## src/rtl/rrp_pkg.sv

```systemverilog
package rrp_pkg;

  localparam int unsigned QDepth = 4;
  localparam int unsigned QPtrW  = $clog2(QDepth);
  localparam int unsigned QCntW  = $clog2(QDepth + 1);

  typedef enum logic [0:0] {
    CFG_INT_TAG  = 1'b0,
    CFG_TEXT_TAG = 1'b1
  } cfg_idx_e;

  typedef enum logic [2:0] {
    PH_COUNT = 3'd0,
    PH_TAG   = 3'd1,
    PH_INT   = 3'd2,
    PH_TLEN  = 3'd3,
    PH_TEXT  = 3'd4,
    PH_DONE  = 3'd5,
    PH_DROP  = 3'd6
  } phase_e;

  typedef enum logic [2:0] {
    KIND_COUNT = 3'd0,
    KIND_INT   = 3'd1,
    KIND_TLEN  = 3'd2,
    KIND_TBYTE = 3'd3,
    KIND_END   = 3'd4
  } kind_e;

  typedef enum logic [1:0] {
    ST_OK        = 2'd0,
    ST_MALFORMED = 2'd1,
    ST_UNKNOWN   = 2'd2
  } status_e;

  typedef struct packed {
    kind_e       kind;
    logic [31:0] data;
    logic [15:0] value_index;
    status_e     status;
    logic        run_last;
  } res_t;

  typedef struct packed {
    logic [1:0] cnt;
    res_t       r0;
    res_t       r1;
  } push_t;

endpackage

```

## src/rtl/rrp_core.sv

```systemverilog
module rrp_core import rrp_pkg::*; (
  input  logic       clk_i,
  input  logic       rst_ni,
  input  logic       cfg_we_i,
  input  cfg_idx_e   cfg_idx_i,
  input  logic [7:0] cfg_data_i,
  input  logic       accept_i,
  input  logic [7:0] byte_in_i,
  input  logic       buffer_end_i,
  output push_t      push_o
);

  logic [7:0]  int_tag_q, text_tag_q;
  phase_e      phase_q, phase_d;
  logic [1:0]  pos_q, pos_d;
  logic [31:0] word_q, word_d;
  logic [15:0] vleft_q, vleft_d;
  logic [15:0] idx_q, idx_d;
  logic [31:0] tleft_q, tleft_d;
  status_e     err_q, err_d;

  logic [31:0] word_or;
  logic [31:0] tleft_dec;
  logic [15:0] vleft_dec;
  logic        main_vld;
  res_t        main_res, end_res;
  status_e     end_st;

  assign word_or   = word_q | ({24'b0, byte_in_i} << {pos_q, 3'b000});
  assign tleft_dec = tleft_q - 32'd1;
  assign vleft_dec = vleft_q - 16'd1;

  always_comb begin
    phase_d  = phase_q;
    pos_d    = pos_q;
    word_d   = word_q;
    vleft_d  = vleft_q;
    idx_d    = idx_q;
    tleft_d  = tleft_q;
    err_d    = err_q;
    main_vld = 1'b0;
    main_res = '{kind: KIND_COUNT, data: 32'd0, value_index: idx_q,
                 status: ST_OK, run_last: 1'b0};
    case (phase_q)
      PH_COUNT: begin
        if (pos_q == 2'd1) begin
          vleft_d  = word_or[15:0];
          word_d   = 32'd0;
          idx_d    = 16'd0;
          pos_d    = 2'd0;
          main_vld = 1'b1;
          main_res.kind        = KIND_COUNT;
          main_res.data        = {16'b0, word_or[15:0]};
          main_res.value_index = 16'd0;
          phase_d  = (word_or[15:0] != 16'd0) ? PH_TAG : PH_DONE;
        end else begin
          word_d = word_or;
          pos_d  = pos_q + 2'd1;
        end
      end
      PH_TAG: begin
        pos_d  = 2'd0;
        word_d = 32'd0;
        if (byte_in_i == int_tag_q) begin
          phase_d = PH_INT;
        end else if (byte_in_i == text_tag_q) begin
          phase_d = PH_TLEN;
        end else begin
          err_d   = ST_UNKNOWN;
          phase_d = PH_DROP;
        end
      end
      PH_INT: begin
        if (pos_q == 2'd3) begin
          main_vld      = 1'b1;
          main_res.kind = KIND_INT;
          main_res.data = word_or;
          word_d        = 32'd0;
          pos_d         = 2'd0;
          vleft_d       = vleft_dec;
          idx_d         = idx_q + 16'd1;
          phase_d       = (vleft_dec != 16'd0) ? PH_TAG : PH_DONE;
        end else begin
          word_d = word_or;
          pos_d  = pos_q + 2'd1;
        end
      end
      PH_TLEN: begin
        if (pos_q == 2'd3) begin
          main_vld      = 1'b1;
          main_res.kind = KIND_TLEN;
          main_res.data = word_or;
          tleft_d       = word_or;
          word_d        = 32'd0;
          pos_d         = 2'd0;
          if (word_or == 32'd0) begin
            vleft_d = vleft_dec;
            idx_d   = idx_q + 16'd1;
            phase_d = (vleft_dec != 16'd0) ? PH_TAG : PH_DONE;
          end else begin
            phase_d = PH_TEXT;
          end
        end else begin
          word_d = word_or;
          pos_d  = pos_q + 2'd1;
        end
      end
      PH_TEXT: begin
        main_vld      = 1'b1;
        main_res.kind = KIND_TBYTE;
        main_res.data = {24'b0, byte_in_i};
        tleft_d       = tleft_dec;
        if (tleft_dec == 32'd0) begin
          vleft_d = vleft_dec;
          idx_d   = idx_q + 16'd1;
          phase_d = (vleft_dec != 16'd0) ? PH_TAG : PH_DONE;
        end
      end
      PH_DONE: begin
        err_d   = ST_MALFORMED;
        phase_d = PH_DROP;
      end
      default: begin
        phase_d = PH_DROP;
      end
    endcase

    if (err_d != ST_OK) begin
      end_st = err_d;
    end else if (phase_d == PH_DONE) begin
      end_st = ST_OK;
    end else begin
      end_st = ST_MALFORMED;
    end
    end_res = '{kind: KIND_END, data: 32'd0, value_index: idx_d,
                status: end_st, run_last: 1'b1};

    push_o.r1 = end_res;
    if (main_vld && buffer_end_i) begin
      push_o.cnt = 2'd2;
      push_o.r0  = main_res;
    end else if (main_vld) begin
      push_o.cnt = 2'd1;
      push_o.r0  = main_res;
      push_o.r0.run_last = 1'b1;
    end else if (buffer_end_i) begin
      push_o.cnt = 2'd1;
      push_o.r0  = end_res;
    end else begin
      push_o.cnt = 2'd0;
      push_o.r0  = main_res;
    end
    if (!accept_i) begin
      push_o.cnt = 2'd0;
    end

    if (buffer_end_i) begin
      phase_d = PH_COUNT;
      pos_d   = 2'd0;
      word_d  = 32'd0;
      vleft_d = 16'd0;
      idx_d   = 16'd0;
      tleft_d = 32'd0;
      err_d   = ST_OK;
    end
  end

  always_ff @(posedge clk_i or negedge rst_ni) begin
    if (!rst_ni) begin
      int_tag_q  <= 8'd0;
      text_tag_q <= 8'd1;
    end else if (cfg_we_i) begin
      case (cfg_idx_i)
        CFG_INT_TAG:  int_tag_q  <= cfg_data_i;
        CFG_TEXT_TAG: text_tag_q <= cfg_data_i;
        default:      int_tag_q  <= int_tag_q;
      endcase
    end
  end

  always_ff @(posedge clk_i or negedge rst_ni) begin
    if (!rst_ni) begin
      phase_q <= PH_COUNT;
      pos_q   <= 2'd0;
      word_q  <= 32'd0;
      vleft_q <= 16'd0;
      idx_q   <= 16'd0;
      tleft_q <= 32'd0;
      err_q   <= ST_OK;
    end else if (accept_i) begin
      phase_q <= phase_d;
      pos_q   <= pos_d;
      word_q  <= word_d;
      vleft_q <= vleft_d;
      idx_q   <= idx_d;
      tleft_q <= tleft_d;
      err_q   <= err_d;
    end
  end

endmodule

```

## src/rtl/rrp_outq.sv

```systemverilog
module rrp_outq import rrp_pkg::*; (
  input  logic  clk_i,
  input  logic  rst_ni,
  input  push_t push_i,
  output logic  full_o,
  output logic  valid_o,
  input  logic  stall_i,
  output res_t  head_o
);

  res_t             mem_q [QDepth];
  logic [QPtrW-1:0] wr_q, rd_q;
  logic [QCntW-1:0] cnt_q;
  logic             pop;
  logic [QPtrW-1:0] wr_nxt;

  assign valid_o = (cnt_q != '0);
  assign pop     = valid_o && !stall_i;
  assign full_o  = (cnt_q > QCntW'(QDepth - 2));
  assign head_o  = mem_q[rd_q];
  assign wr_nxt  = wr_q + QPtrW'(1);

  always_ff @(posedge clk_i) begin
    if (push_i.cnt != 2'd0) begin
      mem_q[wr_q] <= push_i.r0;
    end
    if (push_i.cnt == 2'd2) begin
      mem_q[wr_nxt] <= push_i.r1;
    end
  end

  always_ff @(posedge clk_i or negedge rst_ni) begin
    if (!rst_ni) begin
      wr_q  <= '0;
      rd_q  <= '0;
      cnt_q <= '0;
    end else begin
      wr_q  <= wr_q + QPtrW'(push_i.cnt);
      rd_q  <= rd_q + QPtrW'(pop);
      cnt_q <= cnt_q + QCntW'(push_i.cnt) - QCntW'(pop);
    end
  end

endmodule

```

## src/rtl/row_record_parser.sv

```systemverilog
// Results: a result word is written into the output queue when the byte
// that causes it is accepted, and is shown once it reaches the queue head.
// Throughput: one byte per cycle while in_stall_o is low; a byte that yields two
// results (item and end status) writes both at once into a four-entry queue.
// Reset: tag registers return to 0 (integer) and 1 (text), parse state clears.
module row_record_parser import rrp_pkg::*; (
  input  logic        clk_i,
  input  logic        rst_ni,
  input  logic        cfg_we_i,
  input  logic        cfg_idx_i,
  input  logic [7:0]  cfg_data_i,
  input  logic        in_valid_i,
  output logic        in_stall_o,
  input  logic [7:0]  byte_in_i,
  input  logic        buffer_end_i,
  output logic        out_valid_o,
  input  logic        out_stall_i,
  output logic [2:0]  kind_o,
  output logic [31:0] data_o,
  output logic [15:0] value_index_o,
  output logic [1:0]  status_o,
  output logic        run_last_o
);

  push_t push;
  res_t  head;
  logic  full;
  logic  accept;

  assign in_stall_o = full;
  assign accept     = in_valid_i && !full;

  rrp_core u_core (
    .clk_i        (clk_i),
    .rst_ni       (rst_ni),
    .cfg_we_i     (cfg_we_i),
    .cfg_idx_i    (cfg_idx_e'(cfg_idx_i)),
    .cfg_data_i   (cfg_data_i),
    .accept_i     (accept),
    .byte_in_i    (byte_in_i),
    .buffer_end_i (buffer_end_i),
    .push_o       (push)
  );

  rrp_outq u_outq (
    .clk_i   (clk_i),
    .rst_ni  (rst_ni),
    .push_i  (push),
    .full_o  (full),
    .valid_o (out_valid_o),
    .stall_i (out_stall_i),
    .head_o  (head)
  );

  assign kind_o        = head.kind;
  assign data_o        = head.data;
  assign value_index_o = head.value_index;
  assign status_o      = head.status;
  assign run_last_o    = head.run_last;

endmodule
```

## config.mk

```make
export PLATFORM = sky130hd
export DESIGN_NAME = row_record_parser
export DESIGN_NICKNAME = d
export VERILOG_FILES = /design/src/rtl/rrp_pkg.sv /design/src/rtl/rrp_core.sv /design/src/rtl/rrp_outq.sv /design/src/rtl/row_record_parser.sv
export SDC_FILE = /design/constraint.sdc
export NUM_CORES = 1
export LEC_CHECK = 0
export ABC_AREA = 0
export BUFFER_PORTS_ARGS = -buffer_cell sky130_fd_sc_hd__buf_4
export CAP_MARGIN = 20
export CELL_PAD_IN_SITES_DETAIL_PLACEMENT = 0
export CELL_PAD_IN_SITES_GLOBAL_PLACEMENT = 1
export CORE_MARGIN = 2
export CORE_UTILIZATION = 53
export CTS_CLUSTER_SIZE = 8
export DETAILED_ROUTE_END_ITERATION = 10
export PLACE_DENSITY = 0.87
export SLEW_MARGIN = 15
export SYNTH_ARGS = -nofsm -noshare
export SYNTH_HDL_FRONTEND = slang
export SYNTH_SLANG_ARGS = --single-unit
```

## constraint.sdc

```tcl
create_clock -name clk_i -period 6.4 [get_ports clk_i]
set_input_delay 0 -clock clk_i [delete_from_list [all_inputs] [get_ports clk_i]]
set_output_delay 0 -clock clk_i [all_outputs]
set_load 0.005 [all_outputs]
```

==> results of run 1 <==
## logic make-up (layout without fill, tap and decap cells)
logic type / after synthesis / count (layout) / share of synthesized area [%]
and+or+nand+nor: 552 / 552 / 15.2
AOI/OAI and AO/OA: 550 / 550 / 21.1
DFF: 342 / 342 / 47.8
buffers and inverters: 166 / 234 / 4.00
muxes: 81 / 81 / 8.84
xor gates and xnor gates: 35 / 35 / 1.79
adders and majority gates: 16 / 16 / 1.21
## synth_stat cells, types with 5 or more instances
cell type,instances
inv_1,35
a32o_1,10
a221o_1,11
a21boi_0,7
or2_2,15
a31oi_1,16
ha_1,15
nand4_1,7
a21oi_1,137
buf_1,11
dfxtp_1,144
buf_6,5
nor2b_1,8
dfrtp_1,125
nand2b_1,19
xor2_1,23
nand3_1,32
nand2_1,191
mux4_2,54
nor3_1,45
o22ai_1,14
and3_1,8
a22o_1,75
edfxtp_1,72
a32oi_1,5
o21ai_0,167
a21o_2,7
clkbuf_1,108
mux2_2,23
nor2_1,149
nor4_1,35
or3_1,8
xnor2_1,12
a21o_1,52
## registers in the layout, summed over array words and instances, names as in the netlist
signal	count
u_core.err_q	2
u_core.idx_q	16
u_core.int_tag_q	8
u_core.phase_q	3
u_core.pos_q	2
u_core.text_tag_q	8
u_core.tleft_q	32
u_core.vleft_q	16
u_core.word_q	32
u_outq.cnt_q	3
u_outq.mem_q	216
u_outq.rd_q	2
u_outq.wr_q	2
## stage by stage
step	setup WS, ns	total power [W]	instances
6_report	1.61	0.00869	2212
5_1_grt	1.26	0.00916	2212
4_1_cts	1.68	0.00866	2212
3_5_place_dp	1.71	0.00632	2118
3_3_place_gp	1.89	0.00628	2117
2_1_floorplan	2.53	0.00531	1742
## area by class of cell
class | count | area [um^2] | share of cell area [%]
Clock buffer | 70 | 1280 | 6.59
Clock inverter | 3 | 66.3 | 0.341
Inverter | 36 | 135 | 0.694
Multi-Input combinational cell | 1234 | 8280 | 42.5
Sequential cell | 342 | 8200 | 42.1
Tap cell | 402 | 503 | 2.58
Timing Repair Buffer | 125 | 992 | 5.10
## path summary, 6_finish.rpt
| kind | to | slack, ns | cells past startpoint |
|---|---|---|---|
| setup / recovery | u_outq.mem_q[3][10] | 1.61 | 12 |
| hold / removal | u_outq.wr_q[1] | 0.02 | 3 |
| setup reg to reg | u_outq.mem_q[3][10] | 1.61 | 12 |
| hold reg to reg | u_outq.mem_q[0][34] | 0.45 | 2 |
| max in group asynchronous | u_outq.rd_q[0] | 5.02 | 3 |
| min in group asynchronous | u_core.tleft_q[6] | 0.06 | 2 |
## per-layer routing
layer / GRT usage (%) / vias to the layer above
met3: 4.34 / 87
met1: 42.2 / 6992
met2: 45.3 / 635
met4: 8.51 / 0
met5: 0 / -
li1: - / 6511
## placed cells by master (no fill, tap or decap), types with 23 or more instances in the layout
cell type  synthesis  final
a21o_1            52     52
a21oi_1          137    137
a22o_1            75     75
buf_4              1    102
clkbuf_16          0     48
dfrtp_1          125    123
dfxtp_1          144    144
edfxtp_1          72     72
inv_1             35     35
mux2_2            23     23
mux4_2            54     54
nand2_1          191    191
nand3_1           32     32
nor2_1           149    145
nor3_1            45     43
nor4_1            35     35
o21ai_0          167    166
xor2_1            23     23
## what timing repair did
item	in CTS	in global routing
hold buffers	21	0
setup buffers	0	0
hold endpoints to repair	112	0
## worst max-delay path, stage by stage, from the launching register on
cell and delay (ns):
dfrtp_1 0.60, nor2b_1 0.41, nand2_1 0.42, nand2_1 0.34
nor2_1 0.13, ha_1 0.42, nor2_1 0.35, nor2_1 0.18
nor2_1 0.12, buf_4 0.27, nor2_2 0.06, buf_4 0.27
inv_1 0.81
## power by group
group,leakage [nW],internal [W],switching [W]
clock,0.646,0.00138,0.000940
sequential,3.50,0.00261,0.000407
combinational,3.78,0.00129,0.00207
total,7.93,0.00527,0.00342
==> impl_metrics.py, run 1 <==
metrics = {
    "logic_synthesis": {
        "yosys_most_used_dff": "dfxtp_1",
        "synth_nets": 1781,
        "synthTopCellsByArea": "dfrtp_1 (18%), dfxtp_1 (17%), edfxtp_1 (13%)",
        "postSynthCellCount": 1742,
        "syn_area_per_cell_um2": 9.84,
        "ys_ff_latch": 342,
        "synth_cell_types": 87,
        "synth_top_area_share_pct": 18.2,
        "netlist_area_um2": 17100,
        "async_flop_share_pct": 36.8,
        "yosys_warnings": 0,
        "synth_edf_count": 72,
        "synth_area_leader_cell": "dfrtp_1",
        "seq_area_frac_synth_pct": 47.8,
    },
    "floorplanning": {
        "fp.dieW_um": 184,
        "dieArea_um2": 33800,
        "core.rowCount": 65,
        "initial_core_util_pct": 54.1,
        "die_y_um": 184,
        "coreArea_um2": 31700,
        "pin_count": 79,
    },
    "sta": {
        "timing.hold.ws_ns": 0.0232,
        "rsz0062_at_grt": "false",
        "slew_headroom_pct": 22.8,
        "setup_viol": 0,
        "tightest_slew_ns": 1.16,
        "maxSlewViolCount": 0,
        "finalClockSkew_ns": 0.0251,
        "final.min_clock_period_ns": 4.79,
        "max_freq_mhz": 209,
        "hold_violations": 0,
        "period_share_pct": 74.9,
        "setup_tns_ns": 0,
    },
    "detailed_routing": {
        "top_layer": "met4",
        "dr.pass1.iters": 5,
        "ant_nets": 0,
        "via_per_inst": 6.43,
        "drc_errors": 0,
        "met1_length_um": 22000,
        "met3_length_um": 3670,
        "first_iter_violations": 1623,
        "vias": 14225,
        "routed_wl_um": 49200,
        "wl_met2_um": 22300,
        "wl_per_cell_um": 22.2,
    },
    "layout": {
        "num_antenna_cells": 0,
        "drive_above_1_share_pct": 15.9,
        "fill_cells": 2641,
        "synthToLayoutAreaGrowth_pct": 13.6,
        "final_nets": 1826,
        "final_area_um2": 19500,
        "final_util_pct": 61.4,
    },
    "clocking": {
        "clkSinkCount": 342,
        "cts_buffers": 48,
        "htreeDepth": 2,
        "cts_tree": "yes",
        "cts.path.max_buffers": 3,
        "worstSkewPairLatency_ns": 0.56,
        "cts_root_buf": "clkbuf_16",
        "cts_resized": 0,
        "clk_pin_slew_ns": 0.05,
    },
    "min_path": {
        "hold_start": "in_valid_i",
        "hp-class": "primary input to flip-flop",
    },
    "pwr": {
        "power_density_nw_per_um2": 446,
        "peakVddDrop_mv": 0.242,
        "leakagePower_nw": 7.93,
    },
    "global_route": {
        "grt_max_degree": 79,
        "grt_usage_pct": 29.1,
        "grt_pass1_vias": 13671,
        "grt.overflow.total": 0,
        "grt_pass1_wl_um": 77400,
        "antenna_found_initial": 0,
    },
    "setup_path": {
        "crit_fanout": 35,
        "critPathArrivalTime_ns": 4.97,
        "startpoint": "u_core.phase_q[1]",
        "r2r_start": "u_core.phase_q[1]",
        "required_ns": 6.57,
        "end_kind": "flip-flop",
        "crit_type": "flip-flop to flip-flop",
        "start_kind": "flip-flop",
    },
    "placed_design": {
        "dpl.hpwl_um": 31800,
        "gp_congestion": 0.953,
        "io_buffers": 78,
        "placed_area_um2": 17900,
    },
    "run": {
        "max_cap_viol_count": 0,
    },
    "run_status": {
        "status": "finished, final reports clean",
    },
}
(Power assumes the default switching activity.)
==> inputs of run 2 (changes only) <==
--- a/config.mk
+++ b/config.mk
@@ -5,16 +5,16 @@
 export SDC_FILE = /design/constraint.sdc
 export NUM_CORES = 1
 export LEC_CHECK = 0
-export ABC_AREA = 0
+export ABC_AREA = 1
 export BUFFER_PORTS_ARGS = -buffer_cell sky130_fd_sc_hd__buf_4
 export CAP_MARGIN = 20
 export CELL_PAD_IN_SITES_DETAIL_PLACEMENT = 0
 export CELL_PAD_IN_SITES_GLOBAL_PLACEMENT = 1
 export CORE_MARGIN = 2
-export CORE_UTILIZATION = 53
+export CORE_UTILIZATION = 42
 export CTS_CLUSTER_SIZE = 8
 export DETAILED_ROUTE_END_ITERATION = 10
-export PLACE_DENSITY = 0.87
+export PLACE_DENSITY = 0.78
 export SLEW_MARGIN = 15
 export SYNTH_ARGS = -nofsm -noshare
 export SYNTH_HDL_FRONTEND = slang
==> constraint.sdc (replaced) <==
create_clock -name clk_i -period 3.9 [get_ports clk_i]
set_input_delay 0 -clock clk_i [delete_from_list [all_inputs] [get_ports clk_i]]
set_output_delay 0 -clock clk_i [all_outputs]
set_load 0.005 [all_outputs]
==> impl_metrics.py, run 2 <==
metrics = {
    "run_status": {
        "status": "finished, final reports clean",
    },
    "clocking": {
        "cts_root_buf": "clkbuf_16",
        "cts_tree": "yes",
        "cts_buffers": 48,
        "clk_pin_slew_ns": 0.06,
        "cts.path.max_buffers": 3,
        "htreeDepth": 2,
        "worstSkewPairLatency_ns": 0.60,
        "hold_buffers": 31,
        "cts_setup_buffers": 0,
        "cts_resized": 0,
        "clkSinkCount": 342,
    },
    "run": {
        "max_cap_viol_count": 0,
    },
    "logic_synthesis": {
        "synth_top_area_share_pct": 17.8,
        "synth_cell_types": 48,
        "synth_nets": 2410,
        "syn_area_per_cell_um2": 7.42,
        "netlist_area_um2": 17600,
        "yosys_most_used_dff": "dfxtp_1",
        "synth_edf_count": 72,
        "postSynthCellCount": 2371,
        "ys_ff_latch": 342,
        "yosys_warnings": 0,
        "synthTopCellsByArea": "dfrtp_1 (18%), dfxtp_1 (16%), nand2_1 (14%)",
        "seq_area_frac_synth_pct": 46.6,
        "synth.most_common_cell": "nand2_1",
        "synth_common_cells": "nand2_1 (633), o21ai_0 (334), nor2_1 (311)",
        "async_flop_share_pct": 36.8,
        "synth_area_leader_cell": "dfrtp_1",
    },
    "sta": {
        "timing.hold.ws_ns": 0.0981,
        "setup_viol": 0,
        "tightest_slew_ns": 1.11,
        "period_share_pct": 93.1,
        "slew_headroom_pct": 25.1,
        "setup_tns_ns": 0,
        "rsz0062_at_grt": "false",
        "final.min_clock_period_ns": 3.63,
        "maxSlewViolCount": 0,
        "hold_violations": 0,
        "max_freq_mhz": 275,
        "finalClockSkew_ns": 0.0206,
    },
    "setup_path": {
        "crit_type": "flip-flop to flip-flop",
        "critPathArrivalTime_ns": 4.10,
        "critPathTopFamily": "buffers and inverters",
        "crit_fanout": 16,
        "crit_path_top_delay_cell": "dfrtp_1",
        "crit_top_cell": "inv_1",
        "end_kind": "flip-flop",
        "cpPeakStageDelay_ns": 0.60,
        "ff2ff_path_depth": 13,
        "start_kind": "flip-flop",
        "critical_path_buf_inv_count": 6,
        "required_ns": 4.37,
        "cp.depth": 13,
        "path_cells": "ha_1, inv_1, nor2_1, inv_1, nand3_1, inv_1, ha_1, inv_1, o21ai_1, nor2_2, inv_1, buf_4, o21ai_0",
    },
    "detailed_routing": {
        "ant_nets": 0,
        "wl_per_cell_um": 19.3,
        "via_per_inst": 5.54,
        "first_iter_violations": 1704,
        "vias": 16761,
        "drc_errors": 0,
        "routed_wl_um": 58400,
        "dr.pass1.iters": 6,
    },
    "global_route": {
        "grt_pass1_vias": 15878,
        "antenna_found_initial": 0,
        "grt_usage_pct": 26.6,
        "grt.overflow.total": 0,
        "grt_pass1_wl_um": 90700,
        "grt_max_degree": 58,
    },
    "layout": {
        "layout_commonest_cell": "nand2_1",
        "regMostFlops": "u_outq.mem_q",
        "final_area_um2": 20500,
        "largest_reg_flops": 216,
        "final_cell_mix": "nand2_1 (633), o21ai_0 (334), nor2_1 (302)",
        "final_nets": 2505,
        "top_regs": "u_outq.mem_q x216, u_core.tleft_q x32, u_core.word_q x32",
        "num_antenna_cells": 0,
        "drive_above_1_share_pct": 9.51,
        "synthToLayoutAreaGrowth_pct": 16.5,
        "fill_cells": 4052,
    },
    "min_path": {
        "hp-class": "primary input to flip-flop",
        "min_path_cells": 4,
    },
    "floorplanning": {
        "pin_count": 79,
        "coreArea_um2": 41100,
        "core.rowCount": 74,
        "initial_core_util_pct": 42.8,
        "die_y_um": 209,
        "fp.dieW_um": 209,
        "dieArea_um2": 43500,
    },
    "pwr": {
        "peakVddDrop_mv": 0.396,
        "power_density_nw_per_um2": 808,
        "leakagePower_nw": 8.90,
    },
    "placed_design": {
        "gp_congestion": 0.894,
        "placed_area_um2": 18800,
        "io_buffers": 78,
        "dpl.hpwl_um": 39200,
    },
}
[run 2: kinds of logic after synthesis]
group,share of synthesized area [%]
AO/OA/AOI/OAI,18.5
adder cells (fa/ha/maj),1.18
AND/OR/NAND/NOR,24.8
buffers and inverters,6.86
XOR/XNOR,2.04
flip-flops,46.6
[run 2: final timing paths]
path,slack (ns),from,endpoint
setup / recovery,0.27,u_core.pos_q[1],u_outq.mem_q[2][48]
hold / removal,0.1,in_valid_i,u_core.idx_q[9]
setup reg to reg,0.27,u_core.pos_q[1],u_outq.mem_q[2][48]
max in group asynchronous,2.77,rst_ni,u_outq.rd_q[0]
hold reg to reg,0.45,u_outq.mem_q[1][34],u_outq.mem_q[1][34]
min in group asynchronous,0.53,rst_ni,u_core.tleft_q[17]
[run 2: power breakdown]
group | internal, W | total (W) | leakage (nW) | switching [W]
Combinational | 0.00258 | 0.00781 | 4.73 | 0.00523
Sequential | 0.00430 | 0.00484 | 3.52 | 0.000536
Clock | 0.00227 | 0.00391 | 0.651 | 0.00164
Total | 0.00915 | 0.0166 | 8.90 | 0.00740
[run 2: area by class of cell]
class                           count  area, um^2  share of cell area, %
Clock inverter                      3        76.3                  0.372
Timing Repair Buffer              159        1320                   6.43
Multi-Input combinational cell   1721        8210                   40.1
Inverter                          194         731                   3.57
Sequential cell                   342        8200                   40.0
Clock buffer                       73        1290                   6.32
Tap cell                          532         666                   3.25
[run 2: per-stage QoR]
step           power, W  util (%)  worst slack, ns  instances
5_1_grt          0.0177      49.9          0.00253       3024
3_3_place_gp     0.0125      45.7            0.454       2917
6_report         0.0166      49.9            0.270       3024
2_1_floorplan   0.00974         -            0.469       2371
3_5_place_dp     0.0126      45.7            0.378       2917
4_1_cts          0.0165      49.9            0.360       3024
[run 2: routing by layer]
layer	part of all wire (%)	global-route usage, %	routed length (um)
met2	45	41.7	26100
met4	2.0	7.41	1160
met1	46	37.2	26700
met3	7.7	5.43	4490
met5	0	0	0
[run 2: worst reg2reg max path, delay by kind of cell, from the launching register on]
family / cells / cell delay (ns)
AO/OA/AOI/OAI: 2 / 0.51
adder cells (fa/ha/maj): 2 / 0.65
buffers and inverters: 6 / 1.20
flip-flops: 1 / 0.60
AND/OR/NAND/NOR: 3 / 0.53
